File: src/rtl/core/clnws_pkg.sv
// ----------------------------------------------------------------------------
// clnws_pkg
// Shared types, codes and constants for the character display nibble
// write sequencer.
// ----------------------------------------------------------------------------
package clnws_pkg;

    // Request operation codes
    localparam logic [1:0] OpPutChar = 2'd0;
    localparam logic [1:0] OpGoto    = 2'd1;
    localparam logic [1:0] OpNumber  = 2'd2;

    // Configuration register indexes
    localparam int CfgIdxW = 2;
    localparam logic [CfgIdxW-1:0] CfgExecDelay  = 2'd0;
    localparam logic [CfgIdxW-1:0] CfgClearDelay = 2'd1;
    localparam int CfgDataW = 16;

    localparam logic [9:0]  ExecDelayReset  = 10'd50;
    localparam logic [15:0] ClearDelayReset = 16'd1600;

    // Special characters
    localparam logic [7:0] ChFormFeed  = 8'h0C;
    localparam logic [7:0] ChNewline   = 8'h0A;
    localparam logic [7:0] ChBackspace = 8'h08;
    localparam logic [7:0] ChDigitZero = 8'h30;

    // Display commands
    localparam logic [7:0] CmdClear = 8'h01;
    localparam logic [7:0] CmdShift = 8'h10;
    localparam logic [7:0] CmdDdram = 8'h80;
    localparam logic [7:0] Row2Base = 8'h40;
    localparam logic [7:0] RowOne   = 8'd1;
    localparam logic [7:0] RowTwo   = 8'd2;

    // Decimal conversion
    localparam int Pow0 = 10000;
    localparam int Pow1 = 1000;
    localparam int Pow2 = 100;
    localparam int Pow3 = 10;
    localparam logic [2:0] DigitLastStep = 3'd4;

    localparam int QueueDepth = 4;

    typedef enum logic {
        FrontIdle,
        FrontDigits
    } t_front_state;

    // One display byte waiting to be sent as two nibbles
    typedef struct packed {
        logic [7:0] byte_val;
        logic       rs;
        logic       bad_row;
        logic       clear;
        logic       last;
    } t_byte_job;

    typedef struct packed {
        logic [3:0]  digit;
        logic [16:0] sub;
    } t_digit;

    // Quotient and subtrahend of rest by a constant power of ten
    function automatic t_digit divmod_const(logic [15:0] rest, int pow);
        t_digit     r;
        logic [16:0] thr;
        r.digit = 4'd0;
        r.sub   = 17'd0;
        for (int k = 1; k <= 9; k++) begin
            thr = 17'(k * pow);
            if ({1'b0, rest} >= thr) begin
                r.digit = 4'(k);
                r.sub   = thr;
            end
        end
        return r;
    endfunction

    function automatic t_byte_job goto_job(logic [7:0] col, logic [7:0] row);
        t_byte_job  j;
        logic [7:0] base;
        j = '0;
        base = 8'd0;
        if (col != 8'd0 && row != 8'd0) begin
            if (row == RowTwo) begin
                base = Row2Base;
            end else if (row != RowOne) begin
                j.bad_row = 1'b1;
            end
            j.byte_val = (base + col - 8'd1) | CmdDdram;
        end
        j.last = 1'b1;
        return j;
    endfunction

endpackage

File: src/rtl/core/clnws_if.sv
// ----------------------------------------------------------------------------
// clnws interfaces
// Request, result and configuration channels, valid/ready handshake.
// ----------------------------------------------------------------------------
interface clnws_req_if;
    logic        valid;
    logic        ready;
    logic [1:0]  operation;
    logic [7:0]  char_code;
    logic [7:0]  column;
    logic [7:0]  row;
    logic [15:0] number;

    modport source (output valid, operation, char_code, column, row, number, input ready);
    modport sink   (input valid, operation, char_code, column, row, number, output ready);
endinterface

interface clnws_res_if;
    logic        valid;
    logic        ready;
    logic [3:0]  nibble;
    logic        register_select;
    logic [9:0]  wait_before_us;
    logic [16:0] wait_after_us;
    logic        bad_row;
    logic        last;

    modport source (output valid, nibble, register_select, wait_before_us, wait_after_us,
                    bad_row, last, input ready);
    modport sink   (input valid, nibble, register_select, wait_before_us, wait_after_us,
                    bad_row, last, output ready);
endinterface

interface clnws_cfg_if;
    logic                          valid;
    logic                          ready;
    logic [clnws_pkg::CfgIdxW-1:0] index;
    logic [clnws_pkg::CfgDataW-1:0] data;

    modport source (output valid, index, data, input ready);
    modport sink   (input valid, index, data, output ready);
endinterface

File: src/rtl/core/char_lcd_nibble_write_sequencer_unit.sv
// ----------------------------------------------------------------------------
// char_lcd_nibble_write_sequencer_unit
// Character display 4-bit write sequencer: requests in, nibble words out.
// ----------------------------------------------------------------------------
// Timing: a character or move request passes through the byte queue and
//   the output register before its first nibble word is valid. The back
//   end gives one nibble word per cycle while the sink is ready; the digit
//   splitter holds the front end after it takes a number, until its last
//   digit byte has gone into the queue.
// Reset: synchronous, active low; queue and output empty, exec delay 50 us,
//   clear delay 1600 us.
// ----------------------------------------------------------------------------
module char_lcd_nibble_write_sequencer_unit #(
    parameter int QDepth = clnws_pkg::QueueDepth
) (
    input  logic        i_clk,
    input  logic        i_rst_n,
    clnws_req_if.sink   i_req,
    clnws_cfg_if.sink   i_cfg,
    clnws_res_if.source o_res
);

    // Timing registers. The user must write them only while idle; the block
    // does not enforce it, and the back end reads them live.
    logic [9:0]  r_exec_delay;
    logic [15:0] r_clear_delay;

    // Front to queue, queue to back
    logic                 push, pop, q_full, q_empty;
    clnws_pkg::t_byte_job push_job, head_job;

    assign i_cfg.ready = 1'b1;

    always_ff @(posedge i_clk) begin
        if (!i_rst_n) begin
            r_exec_delay  <= clnws_pkg::ExecDelayReset;
            r_clear_delay <= clnws_pkg::ClearDelayReset;
        end else if (i_cfg.valid) begin
            // indexes past the list are ignored
            if (i_cfg.index == clnws_pkg::CfgExecDelay) begin
                r_exec_delay <= i_cfg.data[9:0];
            end else if (i_cfg.index == clnws_pkg::CfgClearDelay) begin
                r_clear_delay <= i_cfg.data;
            end
        end
    end

    // Front: decode request, split numbers into digits
    clnws_front u_front (
        .i_clk    (i_clk),
        .i_rst_n  (i_rst_n),
        .i_req    (i_req),
        .i_q_full (q_full),
        .o_push   (push),
        .o_job    (push_job)
    );

    // Byte job queue decouples decoding from the nibble stream
    clnws_queue #(
        .QDepth (QDepth)
    ) u_queue (
        .i_clk   (i_clk),
        .i_rst_n (i_rst_n),
        .i_push  (push),
        .i_job   (push_job),
        .i_pop   (pop),
        .o_full  (q_full),
        .o_empty (q_empty),
        .o_head  (head_job)
    );

    // Back: high nibble then low nibble per byte, registered output
    clnws_back u_back (
        .i_clk         (i_clk),
        .i_rst_n       (i_rst_n),
        .i_empty       (q_empty),
        .i_head        (head_job),
        .o_pop         (pop),
        .i_exec_delay  (r_exec_delay),
        .i_clear_delay (r_clear_delay),
        .o_res         (o_res)
    );

endmodule

File: src/rtl/core/clnws_front.sv
// ----------------------------------------------------------------------------
// clnws_front
// Accepts requests and turns them into display byte jobs; numbers are
// split into decimal digits one per cycle while the queue has room.
// ----------------------------------------------------------------------------
module clnws_front (
    input  logic                 i_clk,
    input  logic                 i_rst_n,
    clnws_req_if.sink            i_req,
    input  logic                 i_q_full,
    output logic                 o_push,
    output clnws_pkg::t_byte_job o_job
);

    clnws_pkg::t_front_state r_state, n_state;
    logic [15:0] r_rest, n_rest;
    logic [2:0]  r_step, n_step;
    logic        r_started, n_started;

    clnws_pkg::t_digit    dm;
    clnws_pkg::t_byte_job job;
    logic                 want;

    always_ff @(posedge i_clk) begin
        if (!i_rst_n) begin
            r_state   <= clnws_pkg::FrontIdle;
            r_step    <= 3'd0;
            r_started <= 1'b0;
        end else begin
            r_state   <= n_state;
            r_step    <= n_step;
            r_started <= n_started;
        end
        r_rest <= n_rest;
    end

    always_comb begin
        case (r_step)
            3'd0:    dm = clnws_pkg::divmod_const(r_rest, clnws_pkg::Pow0);
            3'd1:    dm = clnws_pkg::divmod_const(r_rest, clnws_pkg::Pow1);
            3'd2:    dm = clnws_pkg::divmod_const(r_rest, clnws_pkg::Pow2);
            3'd3:    dm = clnws_pkg::divmod_const(r_rest, clnws_pkg::Pow3);
            default: dm = '{digit: r_rest[3:0], sub: 17'd0};
        endcase
    end

    always_comb begin
        n_state     = r_state;
        n_rest      = r_rest;
        n_step      = r_step;
        n_started   = r_started;
        want        = 1'b0;
        job         = '0;
        i_req.ready = 1'b0;

        case (r_state)
            clnws_pkg::FrontIdle: begin
                i_req.ready = !i_q_full;
                if (i_req.valid && !i_q_full) begin
                    case (i_req.operation)
                        clnws_pkg::OpPutChar: begin
                            want = 1'b1;
                            job.last = 1'b1;
                            if (i_req.char_code == clnws_pkg::ChFormFeed) begin
                                job.byte_val = clnws_pkg::CmdClear;
                                job.clear    = 1'b1;
                            end else if (i_req.char_code == clnws_pkg::ChNewline) begin
                                job = clnws_pkg::goto_job(clnws_pkg::RowOne, clnws_pkg::RowTwo);
                            end else if (i_req.char_code == clnws_pkg::ChBackspace) begin
                                job.byte_val = clnws_pkg::CmdShift;
                            end else begin
                                job.byte_val = i_req.char_code;
                                job.rs       = 1'b1;
                            end
                        end
                        clnws_pkg::OpGoto: begin
                            want = 1'b1;
                            job  = clnws_pkg::goto_job(i_req.column, i_req.row);
                        end
                        clnws_pkg::OpNumber: begin
                            n_state   = clnws_pkg::FrontDigits;
                            n_rest    = i_req.number;
                            n_step    = 3'd0;
                            n_started = 1'b0;
                        end
                        default: ;  // unused code: dropped
                    endcase
                end
            end
            clnws_pkg::FrontDigits: begin
                job.byte_val = clnws_pkg::ChDigitZero + {4'd0, dm.digit};
                job.rs       = 1'b1;
                if (r_step == clnws_pkg::DigitLastStep) begin
                    want     = 1'b1;
                    job.last = 1'b1;
                    if (!i_q_full) begin
                        n_state = clnws_pkg::FrontIdle;
                    end
                end else begin
                    // leading zeros produce no byte
                    want = r_started || (dm.digit != 4'd0);
                    if (!want || !i_q_full) begin
                        n_rest    = r_rest - dm.sub[15:0];
                        n_step    = r_step + 3'd1;
                        n_started = want;
                    end
                end
            end
            default: n_state = clnws_pkg::FrontIdle;
        endcase
    end

    assign o_push = want && !i_q_full;
    assign o_job  = job;

endmodule

File: src/rtl/core/clnws_queue.sv
// ----------------------------------------------------------------------------
// clnws_queue
// Short FIFO of byte jobs between front and back.
// ----------------------------------------------------------------------------
module clnws_queue #(
    parameter int QDepth = clnws_pkg::QueueDepth
) (
    input  logic                 i_clk,
    input  logic                 i_rst_n,
    input  logic                 i_push,
    input  clnws_pkg::t_byte_job i_job,
    input  logic                 i_pop,
    output logic                 o_full,
    output logic                 o_empty,
    output clnws_pkg::t_byte_job o_head
);

    localparam int PtrW = (QDepth > 1) ? $clog2(QDepth) : 1;
    localparam int CntW = $clog2(QDepth + 1);
    localparam logic [PtrW-1:0] PtrMax = PtrW'(QDepth - 1);

    clnws_pkg::t_byte_job r_mem [QDepth];
    logic [PtrW-1:0] r_wr, r_rd;
    logic [CntW-1:0] r_cnt;

    always_ff @(posedge i_clk) begin
        if (!i_rst_n) begin
            r_wr  <= '0;
            r_rd  <= '0;
            r_cnt <= '0;
        end else begin
            if (i_push) begin
                r_wr <= (r_wr == PtrMax) ? '0 : r_wr + 1'b1;
            end
            if (i_pop) begin
                r_rd <= (r_rd == PtrMax) ? '0 : r_rd + 1'b1;
            end
            if (i_push && !i_pop) begin
                r_cnt <= r_cnt + 1'b1;
            end else if (!i_push && i_pop) begin
                r_cnt <= r_cnt - 1'b1;
            end
        end
    end

    always_ff @(posedge i_clk) begin
        if (i_push) begin
            r_mem[r_wr] <= i_job;
        end
    end

    assign o_full  = (r_cnt == CntW'(QDepth));
    assign o_empty = (r_cnt == '0);
    assign o_head  = r_mem[r_rd];

endmodule

File: src/rtl/core/clnws_back.sv
// ----------------------------------------------------------------------------
// clnws_back
// Splits byte jobs into high and low nibble words with their wait times.
// ----------------------------------------------------------------------------
module clnws_back (
    input  logic                 i_clk,
    input  logic                 i_rst_n,
    input  logic                 i_empty,
    input  clnws_pkg::t_byte_job i_head,
    output logic                 o_pop,
    input  logic [9:0]           i_exec_delay,
    input  logic [15:0]          i_clear_delay,
    clnws_res_if.source          o_res
);

    logic        r_phase;   // 0: high nibble next, 1: low nibble next
    logic        r_valid;
    logic [3:0]  r_nibble;
    logic        r_rs;
    logic [9:0]  r_wait_before;
    logic [16:0] r_wait_after;
    logic        r_bad;
    logic        r_last;
    logic        load;

    assign load  = (!r_valid || o_res.ready) && !i_empty;
    assign o_pop = load && r_phase;

    always_ff @(posedge i_clk) begin
        if (!i_rst_n) begin
            r_phase <= 1'b0;
            r_valid <= 1'b0;
        end else begin
            if (load) begin
                r_phase <= !r_phase;
                r_valid <= 1'b1;
            end else if (o_res.ready) begin
                r_valid <= 1'b0;
            end
        end
    end

    always_ff @(posedge i_clk) begin
        if (load) begin
            r_rs  <= i_head.rs;
            r_bad <= i_head.bad_row;
            if (!r_phase) begin
                r_nibble      <= i_head.byte_val[7:4];
                r_wait_before <= i_exec_delay;
                r_wait_after  <= {7'd0, i_exec_delay};
                r_last        <= 1'b0;
            end else begin
                r_nibble      <= i_head.byte_val[3:0];
                r_wait_before <= 10'd0;
                r_wait_after  <= {7'd0, i_exec_delay}
                               + (i_head.clear ? {1'b0, i_clear_delay} : 17'd0);
                r_last        <= i_head.last;
            end
        end
    end

    assign o_res.valid           = r_valid;
    assign o_res.nibble          = r_nibble;
    assign o_res.register_select = r_rs;
    assign o_res.wait_before_us  = r_wait_before;
    assign o_res.wait_after_us   = r_wait_after;
    assign o_res.bad_row         = r_bad;
    assign o_res.last            = r_last;

endmodule

File: src/flat_wrapper.sv
// flat-port wrapper written by rule: the top's interface ports become plain ports
module char_lcd_nibble_write_sequencer_unit_flat 
#(
    parameter int QDepth = clnws_pkg::QueueDepth
)
  (i_clk, i_rst_n, i_req_valid, i_req_operation, i_req_char_code, i_req_column, i_req_row, i_req_number, i_req_ready, i_cfg_valid, i_cfg_index, i_cfg_data, i_cfg_ready, o_res_valid, o_res_nibble, o_res_register_select, o_res_wait_before_us, o_res_wait_after_us, o_res_bad_row, o_res_last, o_res_ready);
  clnws_req_if i_req_i ();
  clnws_cfg_if i_cfg_i ();
  clnws_res_if o_res_i ();
  input  logic i_clk;
  input  logic i_rst_n;
  input wire logic [$bits(i_req_i.valid)-1:0] i_req_valid;
  input wire logic [$bits(i_req_i.operation)-1:0] i_req_operation;
  input wire logic [$bits(i_req_i.char_code)-1:0] i_req_char_code;
  input wire logic [$bits(i_req_i.column)-1:0] i_req_column;
  input wire logic [$bits(i_req_i.row)-1:0] i_req_row;
  input wire logic [$bits(i_req_i.number)-1:0] i_req_number;
  output wire logic [$bits(i_req_i.ready)-1:0] i_req_ready;
  input wire logic [$bits(i_cfg_i.valid)-1:0] i_cfg_valid;
  input wire logic [$bits(i_cfg_i.index)-1:0] i_cfg_index;
  input wire logic [$bits(i_cfg_i.data)-1:0] i_cfg_data;
  output wire logic [$bits(i_cfg_i.ready)-1:0] i_cfg_ready;
  output wire logic [$bits(o_res_i.valid)-1:0] o_res_valid;
  output wire logic [$bits(o_res_i.nibble)-1:0] o_res_nibble;
  output wire logic [$bits(o_res_i.register_select)-1:0] o_res_register_select;
  output wire logic [$bits(o_res_i.wait_before_us)-1:0] o_res_wait_before_us;
  output wire logic [$bits(o_res_i.wait_after_us)-1:0] o_res_wait_after_us;
  output wire logic [$bits(o_res_i.bad_row)-1:0] o_res_bad_row;
  output wire logic [$bits(o_res_i.last)-1:0] o_res_last;
  input wire logic [$bits(o_res_i.ready)-1:0] o_res_ready;
  assign i_req_i.valid = i_req_valid;
  assign i_req_i.operation = i_req_operation;
  assign i_req_i.char_code = i_req_char_code;
  assign i_req_i.column = i_req_column;
  assign i_req_i.row = i_req_row;
  assign i_req_i.number = i_req_number;
  assign i_req_ready = i_req_i.ready;
  assign i_cfg_i.valid = i_cfg_valid;
  assign i_cfg_i.index = i_cfg_index;
  assign i_cfg_i.data = i_cfg_data;
  assign i_cfg_ready = i_cfg_i.ready;
  assign o_res_valid = o_res_i.valid;
  assign o_res_nibble = o_res_i.nibble;
  assign o_res_register_select = o_res_i.register_select;
  assign o_res_wait_before_us = o_res_i.wait_before_us;
  assign o_res_wait_after_us = o_res_i.wait_after_us;
  assign o_res_bad_row = o_res_i.bad_row;
  assign o_res_last = o_res_i.last;
  assign o_res_i.ready = o_res_ready;
  char_lcd_nibble_write_sequencer_unit #(.QDepth(QDepth)) u_core (.i_clk(i_clk), .i_rst_n(i_rst_n), .i_req(i_req_i), .i_cfg(i_cfg_i), .o_res(o_res_i));
endmodule
File: config.mk
export PLATFORM = sky130hd
export DESIGN_NAME = char_lcd_nibble_write_sequencer_unit_flat
export DESIGN_NICKNAME = d
export VERILOG_FILES = /design/src/rtl/core/clnws_pkg.sv /design/src/rtl/core/clnws_if.sv /design/src/rtl/core/char_lcd_nibble_write_sequencer_unit.sv /design/src/rtl/core/clnws_front.sv /design/src/rtl/core/clnws_queue.sv /design/src/rtl/core/clnws_back.sv /design/src/flat_wrapper.sv
export SDC_FILE = /design/constraint.sdc
export NUM_CORES = 1
export LEC_CHECK = 0
export ABC_AREA = 1
export BUFFER_PORTS_ARGS = -buffer_cell sky130_fd_sc_hd__buf_2
export CORE_ASPECT_RATIO = 0.75
export CORE_UTILIZATION = 30
export CTS_CLUSTER_DIAMETER = 40
export DETAILED_ROUTE_END_ITERATION = 10
export GPL_TIMING_DRIVEN = 0
export PLACE_DENSITY = 0.44
export SLEW_MARGIN = 25
export SYNTH_ARGS = -nofsm -noshare
export SYNTH_HDL_FRONTEND = slang
export SYNTH_HIERARCHICAL = 1
export SYNTH_SLANG_ARGS = --single-unit
File: constraint.sdc
create_clock -name i_clk -period 6.5 [get_ports i_clk]
set_clock_uncertainty 0.15 [all_clocks]
set_input_delay 0.65 -clock i_clk [delete_from_list [all_inputs] [get_ports i_clk]]
set_output_delay 0.65 -clock i_clk [all_outputs]
set_load 0.005 [all_outputs]
==> results_dict.tcl, run 1 <==
set metrics [dict create \
    status "completed" \
    fmax_mhz 207 \
    leakage_nw 5.13 \
    grt_usage 0.192 \
    drc_errors 0 \
    drt-vias-per-instance 4.85 \
    antenna_left 0 \
    synth_edf_count 98 \
    cts.sinks 140 \
    tritoncts "done" \
    ys_ff_latch 140 \
    worstPathArrival_ns 4.86 \
    grt_start_max_net_pins 20 \
    synth-main-ff-cell "edfxtp_1" \
    h-tree-depth 4 \
    drt_first_pass_iters 5 \
    synth_area_per_cell_um2 7.50 \
    dpl.cell_count 1745 \
    crit_fanout 10 \
    layoutNonFillerInstCount 1777 \
    yosys-top-cells-area "edfxtp_1 32%, nand2_1 13%, dfxtp_1 9.0%, nor2_1 6.8%, inv_1 6.6%" \
    cts_resized 0 \
    dieArea_um2 31800 \
    crit_end "u_core/u_front/r_rest[14]$_DFFE_PP_" \
    rsz0062_at_grt "false" \
    synth.top_cell.area_share 0.316 \
    core-area_um2 30300 \
    dr.first_iter.drc_count 867 \
    drv_slew 0 \
    ir_drop_v 0.000200 \
    clk_latency_ns 0.43 \
    dp_hpwl_um 23500 \
    die_h_um 155 \
    final_nets 1477 \
    gp_congestion 0.869 \
    syn_area_um2 9330 \
    syn_nets 1356 \
    layout-drive-gt1-share 0.156 \
    antenna_found_initial 0 \
    tightest_slew_ns 0.899 \
    yosysWarnings 6 \
    numCtsBuffers 17 \
    port_buffers 100 \
    rows 55 \
    crit_start "u_core/u_front/r_rest[4]$_DFFE_PP_" \
    vias 8618 \
    r2r_slack_ns 1.68 \
    die_x_um 206 \
    syn-instance-count 1244 \
    stdcell_area_um2 11000 \
    ys_async_sr_fraction 0 \
    gr-total-overflow 0 \
    fin_util 0.363 \
    clock_path_buffers 2 \
    cp-start-kind "flip-flop" \
    cts.reportedPaths.clkPinSlew_ns 0.07 \
    initial_core_util 0.307 \
    slew_headroom 0.394 \
    diodes 0 \
    grt_pass1_wl_um 45900 \
    setup_ws_ns 1.68 \
    placed_area_um2 10400 \
    ys_seq_area_frac 0.406 \
    totalWireLength_um 29600 \
    r2r_end "u_core/u_front/r_rest[14]$_DFFE_PP_" \
    period_needed_ns 4.82 \
    required_ns 6.54 \
    finalHoldViolations 0 \
    cts_setup_buffers 0 \
    setup_tns_ns 0 \
    r2r-start "u_core/u_front/r_rest[4]$_DFFE_PP_" \
    dp_slack_ns 1.79 \
    setup_viol 0 \
    worstSetupPathType "reg -> reg" \
    ctsHoldBuffers 0 \
    boundaryPins 102 \
    end_kind "flip-flop" \
    rr_worst_depth 22 \
    cts_root_buf "clkbuf_16" \
    hp-class "in -> reg" \
    area_growth_pct 18.0 \
    power_density_nw_per_um2 346 \
    drv_cap 0 \
    synth_top_cell_by_area "edfxtp_1" \
    first_global_vias 7845 \
    ys_types 57 \
    fin_crit_sh 0.742 \
    wl_per_cell_um 16.7 \
]
## synth_stat cells (all sizes together), types with 3 or more instances
| master | instances |
|---|---|
| clkbuf | 12 |
| a21oi | 64 |
| nand4 | 19 |
| o21ai | 82 |
| nor4 | 3 |
| ha | 43 |
| nor3 | 11 |
| clkinv | 3 |
| a21boi | 4 |
| nand3 | 78 |
| or2 | 3 |
| edfxtp | 98 |
| o22ai | 19 |
| dfxtp | 42 |
| a211oi | 3 |
| fa | 4 |
| nand2 | 328 |
| xnor2 | 7 |
| nor2 | 187 |
| o31ai | 5 |
| xor2 | 6 |
| o21bai | 4 |
| buf | 20 |
| a31oi | 8 |
| inv | 175 |
## placed cells by master (no fill, tap or decap), types with 3 or more instances in the layout
| cell type | instances |
|---|---|
| nand2_1 | 312 |
| nor2_1 | 169 |
| inv_1 | 164 |
| buf_2 | 109 |
| edfxtp_1 | 98 |
| nand3_1 | 75 |
| o21ai_0 | 62 |
| a21oi_1 | 58 |
| ha_1 | 43 |
| dfxtp_1 | 42 |
| clkbuf_16 | 19 |
| nand4_1 | 19 |
| o22ai_1 | 19 |
| o21ai_1 | 19 |
| nand2_2 | 12 |
| clkbuf_1 | 11 |
| inv_2 | 11 |
| nor3_1 | 10 |
| nor2_2 | 9 |
| nor2_4 | 8 |
| a31oi_1 | 8 |
| buf_6 | 7 |
| xnor2_1 | 7 |
| xor2_1 | 6 |
| o31ai_1 | 5 |
| clkinv_1 | 4 |
| buf_4 | 4 |
| o21bai_1 | 4 |
| nand2_4 | 4 |
| fa_1 | 4 |
| a21oi_2 | 4 |
| a21boi_0 | 3 |
| nor4_1 | 3 |
## sequential cells by signal, indices dropped and copies added (netlist names), 2 cells and up, named ones only
name / count
u_core/u_back/o_res.wait_before_us: 10
u_core/u_queue/r_wr: 2
u_core/u_front/r_step: 3
u_core/u_back/o_res.wait_after_us: 17
u_core/r_exec_delay: 10
u_core/u_front/r_rest: 16
u_core/u_queue/r_rd: 2
u_core/u_queue/r_cnt: 3
u_core/u_back/o_res.nibble: 4
u_core/u_queue/r_mem: 48
u_core/r_clear_delay: 16
## metal layers
layer	routed length (µm)	global-route usage	up-vias
met1	17500	0.341	3969
met3	2130	0.0369	14
met2	9800	0.215	286
li1	-	-	4349
met4	202	0.0448	0
met5	0	0	-
## final cells by class
| class | count | area [µm²] |
|---|---|---|
| inverter | 178 | 668 |
| sequential | 140 | 3780 |
| tap | 399 | 499 |
| fill | 3253 | 19300 |
| clock buffer | 20 | 479 |
| buffer | 32 | 219 |
| timing repair buffer | 102 | 556 |
| clock inverter | 12 | 131 |
| multi-input combinational | 894 | 4670 |
## cells by family (layout without fill, tap and decap cells)
logic type                 Yosys count  in the layout  synth area share
AOI/OAI and AO/OA                  200            200             0.125
buffers and inverters              210            344            0.0951
xor gates and xnor gates            13             13            0.0122
other                                1              1          0.000402
DFF                                140            140             0.406
and+or+nand+nor                    633            633             0.296
adders and majority gates           47             47            0.0663
## how the worst min path moves through the flow
stage,startpoint,endpoint,slack [ns],cells after the start
after floorplan,u_core/r_clear_delay[6]$_SDFFE_PN1P_,u_core/r_clear_delay[6]$_SDFFE_PN1P_,0.28,2
after global placement,u_core/r_clear_delay[6]$_SDFFE_PN1P_,u_core/r_clear_delay[6]$_SDFFE_PN1P_,0.31,2
after detailed placement,u_core/r_clear_delay[6]$_SDFFE_PN1P_,u_core/r_clear_delay[6]$_SDFFE_PN1P_,0.32,2
after CTS,i_cfg_data[13],u_core/r_clear_delay[13]$_SDFFE_PN0P_,0.27,3
after global routing,i_cfg_data[13],u_core/r_clear_delay[13]$_SDFFE_PN0P_,0.29,3
final,i_cfg_data[13],u_core/r_clear_delay[13]$_SDFFE_PN0P_,0.29,3
## through the flow
step	total power [mW]	hold slack [ns]
floorplan	2.25	0.279
global placement	2.77	0.306
detailed placement	2.80	0.319
CTS	3.84	0.273
global route	4.07	0.293
finish	3.81	0.293
## worst max-delay path: stages (launching register included)
cell and delay [ns]:
edfxtp_1 0.55, buf_2 0.27, o21ai_0 0.10, nand2_1 0.15, a21oi_1 0.08, o31ai_1 0.66, nand2_1 0.16, nand3_1 0.13
o21ai_0 0.17, ha_1 0.39, nand2_1 0.09, nor2_1 0.04, a211oi_1 0.41, o21bai_1 0.19, a21o_1 0.19, a21oi_1 0.20
o21ai_0 0.19, nand2_1 0.09, nand2_1 0.05, nand2_1 0.08, nand3b_1 0.08, nand3_1 0.08, nand2_1 0.06
## report_power, final
group | internal (mW) | total [mW] | switching, mW
combinational | 0.526 | 1.46 | 0.934
sequential | 1.21 | 1.33 | 0.116
clock | 0.613 | 1.02 | 0.403
Power figures use the tool's default switching activity.
==> inputs of run 2 (changes only) <==
==> constraint.sdc (replaced) <==
create_clock -name i_clk -period 4.8 [get_ports i_clk]
set_clock_uncertainty 0.15 [all_clocks]
set_input_delay 0.48 -clock i_clk [delete_from_list [all_inputs] [get_ports i_clk]]
set_output_delay 0.48 -clock i_clk [all_outputs]
set_load 0.005 [all_outputs]
==> results_dict.tcl, run 2 (synthesized netlist as in run 1, its figures left out) <==
set metrics [dict create \
    setup_tns_ns 0 \
    slew_headroom 0.416 \
    crit_path_cell_trace "inv_2 > nand2_2 > nor2_2 > o21ai_1 > a41oi_1 > nand2_1 > nand2_1 > nand3_1 > o21ai_0 > ha_1 > nand2_1 > nor2_1 > a211oi_2 > o21bai_1 > a21o_1 > a21oi_1 > o21ai_0 > nand2_1 > nand2_1 > nand2_1 > nand3b_1 > nand3_1 > nand2_1" \
    final_nets 1482 \
    cpMostUsedCell "nand2_1" \
    cp-start-kind "flip-flop" \
    grt_pass1_wl_um 45900 \
    crit_fanout 7 \
    status "completed" \
    crit_start "u_core/u_front/r_rest[15]$_DFFE_PP_" \
    end_kind "flip-flop" \
    drt-vias-per-instance 4.82 \
    dieArea_um2 31800 \
    power.share.sequential 0.347 \
    clock_path_buffers 2 \
    antenna_left 0 \
    totalWireLength_um 29700 \
    layout-drive-gt1-share 0.162 \
    path_buf_inv 1 \
    switching_share 0.382 \
    gp_congestion 0.869 \
    drt_first_pass_iters 4 \
    die_x_um 206 \
    grt_start_max_net_pins 20 \
    leakage_nw 5.16 \
    r2r-start "u_core/u_front/r_rest[15]$_DFFE_PP_" \
    boundaryPins 102 \
    port_buffers 100 \
    fmax_mhz 222 \
    dr.first_iter.drc_count 798 \
    min_from "i_cfg_data[13]" \
    power_density_nw_per_um2 467 \
    period_needed_ns 4.50 \
    rows 55 \
    diodes 0 \
    grt_usage 0.192 \
    fin_crit_sh 0.937 \
    hp-class "in -> reg" \
    h-tree-depth 4 \
    wl_per_cell_um 16.7 \
    die_h_um 155 \
    worstPathArrival_ns 4.54 \
    p_comb_frac 0.387 \
    ctsHoldBuffers 0 \
    cpPeakStageDelay_ns 0.59 \
    critPathSlowestCell "edfxtp_1" \
    cts.sinks 140 \
    tightest_slew_ns 0.866 \
    ir_drop_v 0.000271 \
    power.switching_mw 1.97 \
    antenna_found_initial 0 \
    vias 8587 \
    numCtsBuffers 17 \
    first_global_vias 7845 \
    layout_common_cells "312 x nand2_1, 168 x nor2_1, 164 x inv_1" \
    intPower_mw 3.19 \
    drv_cap 0 \
    mostFrequentLayoutCell "nand2_1" \
    setup_viol 0 \
    worstSetupPathType "reg -> reg" \
    finalHoldViolations 0 \
    required_ns 4.84 \
    total_power_mw 5.17 \
    area_growth_pct 18.6 \
    rsz0062_at_grt "false" \
    drv_slew 0 \
    tritoncts "done" \
    largest_register_ffs 48 \
    clkPwrFrac 0.266 \
    fin_util 0.364 \
    core-area_um2 30300 \
    drc_errors 0 \
    regMostFlops "u_core/u_queue/r_mem" \
    clk_latency_ns 0.43 \
    gr-total-overflow 0 \
    cts.reportedPaths.clkPinSlew_ns 0.07 \
    initial_core_util 0.307 \
    dp_hpwl_um 23500 \
    cts_root_buf "clkbuf_16" \
    crit_family "compound AO/OA/AOI/OAI gates" \
]
-- run 2: cell types whose count changed in the layout (fill, tap and decap cells not counted) --
cell      delta
o21ai_0      -1
o31ai_1      -1
buf_4        +5
o21ai_1      +1
a22oi_2      +1
a22oi_1      -1
a211oi_2     +1
o31ai_2      +1
a211oi_1     -1
nor2_2       +1
nor2_1       -1
-- run 2: through the flow --
step	hold slack [ns]	setup slack (ns)	cells	instance area [µm²]
6_report	0.121	0.304	1782	11100
5_1_grt	0.123	0.00607	1782	11100
4_1_cts	0.103	0.0847	1777	11000
3_5_place_dp	0.319	0.0935	1745	10400
3_3_place_gp	0.306	-0.266	1743	10300
2_1_floorplan	0.279	1.05	1244	9330
-- run 2: worst register-to-register path, stage by stage, from the launching register on --
cell      delay (ns)
edfxtp_1        0.59
inv_2           0.17
nand2_2         0.09
nor2_2          0.21
o21ai_1         0.11
a41oi_1         0.40
nand2_1         0.13
nand2_1         0.09
nand3_1         0.06
o21ai_0         0.32
ha_1            0.36
nand2_1         0.09
nor2_1          0.04
a211oi_2        0.27
o21bai_1        0.16
a21o_1          0.18
a21oi_1         0.19
o21ai_0         0.19
nand2_1         0.09
nand2_1         0.05
nand2_1         0.08
nand3b_1        0.08
nand3_1         0.08
nand2_1         0.06
-- run 2: per-layer routing --
layer | vias to the layer above | part of all wire | track usage | routed length, µm
met2 | 256 | 0.33 | 0.215 | 9940
li1 | 4352 | - | - | -
met5 | - | 0 | 0 | 0
met4 | 0 | 0.0068 | 0.0448 | 202
met1 | 3965 | 0.59 | 0.341 | 17500
met3 | 14 | 0.070 | 0.0369 | 2080
-- run 2: path summary, 6_finish.rpt --
| path | endpoint | depth (start not counted) | slack (ns) |
|---|---|---|---|
| worst max-delay path | u_core/u_front/r_rest[14]$_DFFE_PP_ | 23 | 0.30 |
| worst min-delay path | u_core/r_clear_delay[13]$_SDFFE_PN0P_ | 3 | 0.12 |
| worst max register to register | u_core/u_front/r_rest[14]$_DFFE_PP_ | 23 | 0.30 |
| worst min register to register | u_core/r_clear_delay[6]$_SDFFE_PN1P_ | 2 | 0.33 |
-- run 2: cell type report --
class / count / area (µm²)
Buffer: 32 / 219
Clock buffer: 20 / 479
Clock inverter: 12 / 131
Fill cell: 3255 / 19300
Inverter: 178 / 668
Multi-Input combinational cell: 894 / 4680
Sequential cell: 140 / 3780
Tap cell: 399 / 499
Timing Repair Buffer: 107 / 593
-- run 2: power by group through the flow --
stage	registers, mW	clock network, mW	logic [mW]
after floorplan	1.80	0	1.24
after global placement	1.84	0	1.91
after detailed placement	1.82	0	1.97
after CTS	1.80	1.41	1.98
after global routing	1.82	1.47	2.24
final	1.79	1.38	2.00
-- run 2: repair_timing --
item,4_1_cts,5_1_grt
resized for setup,0,5
setup endpoints to repair,0,4
setup buffers,0,5
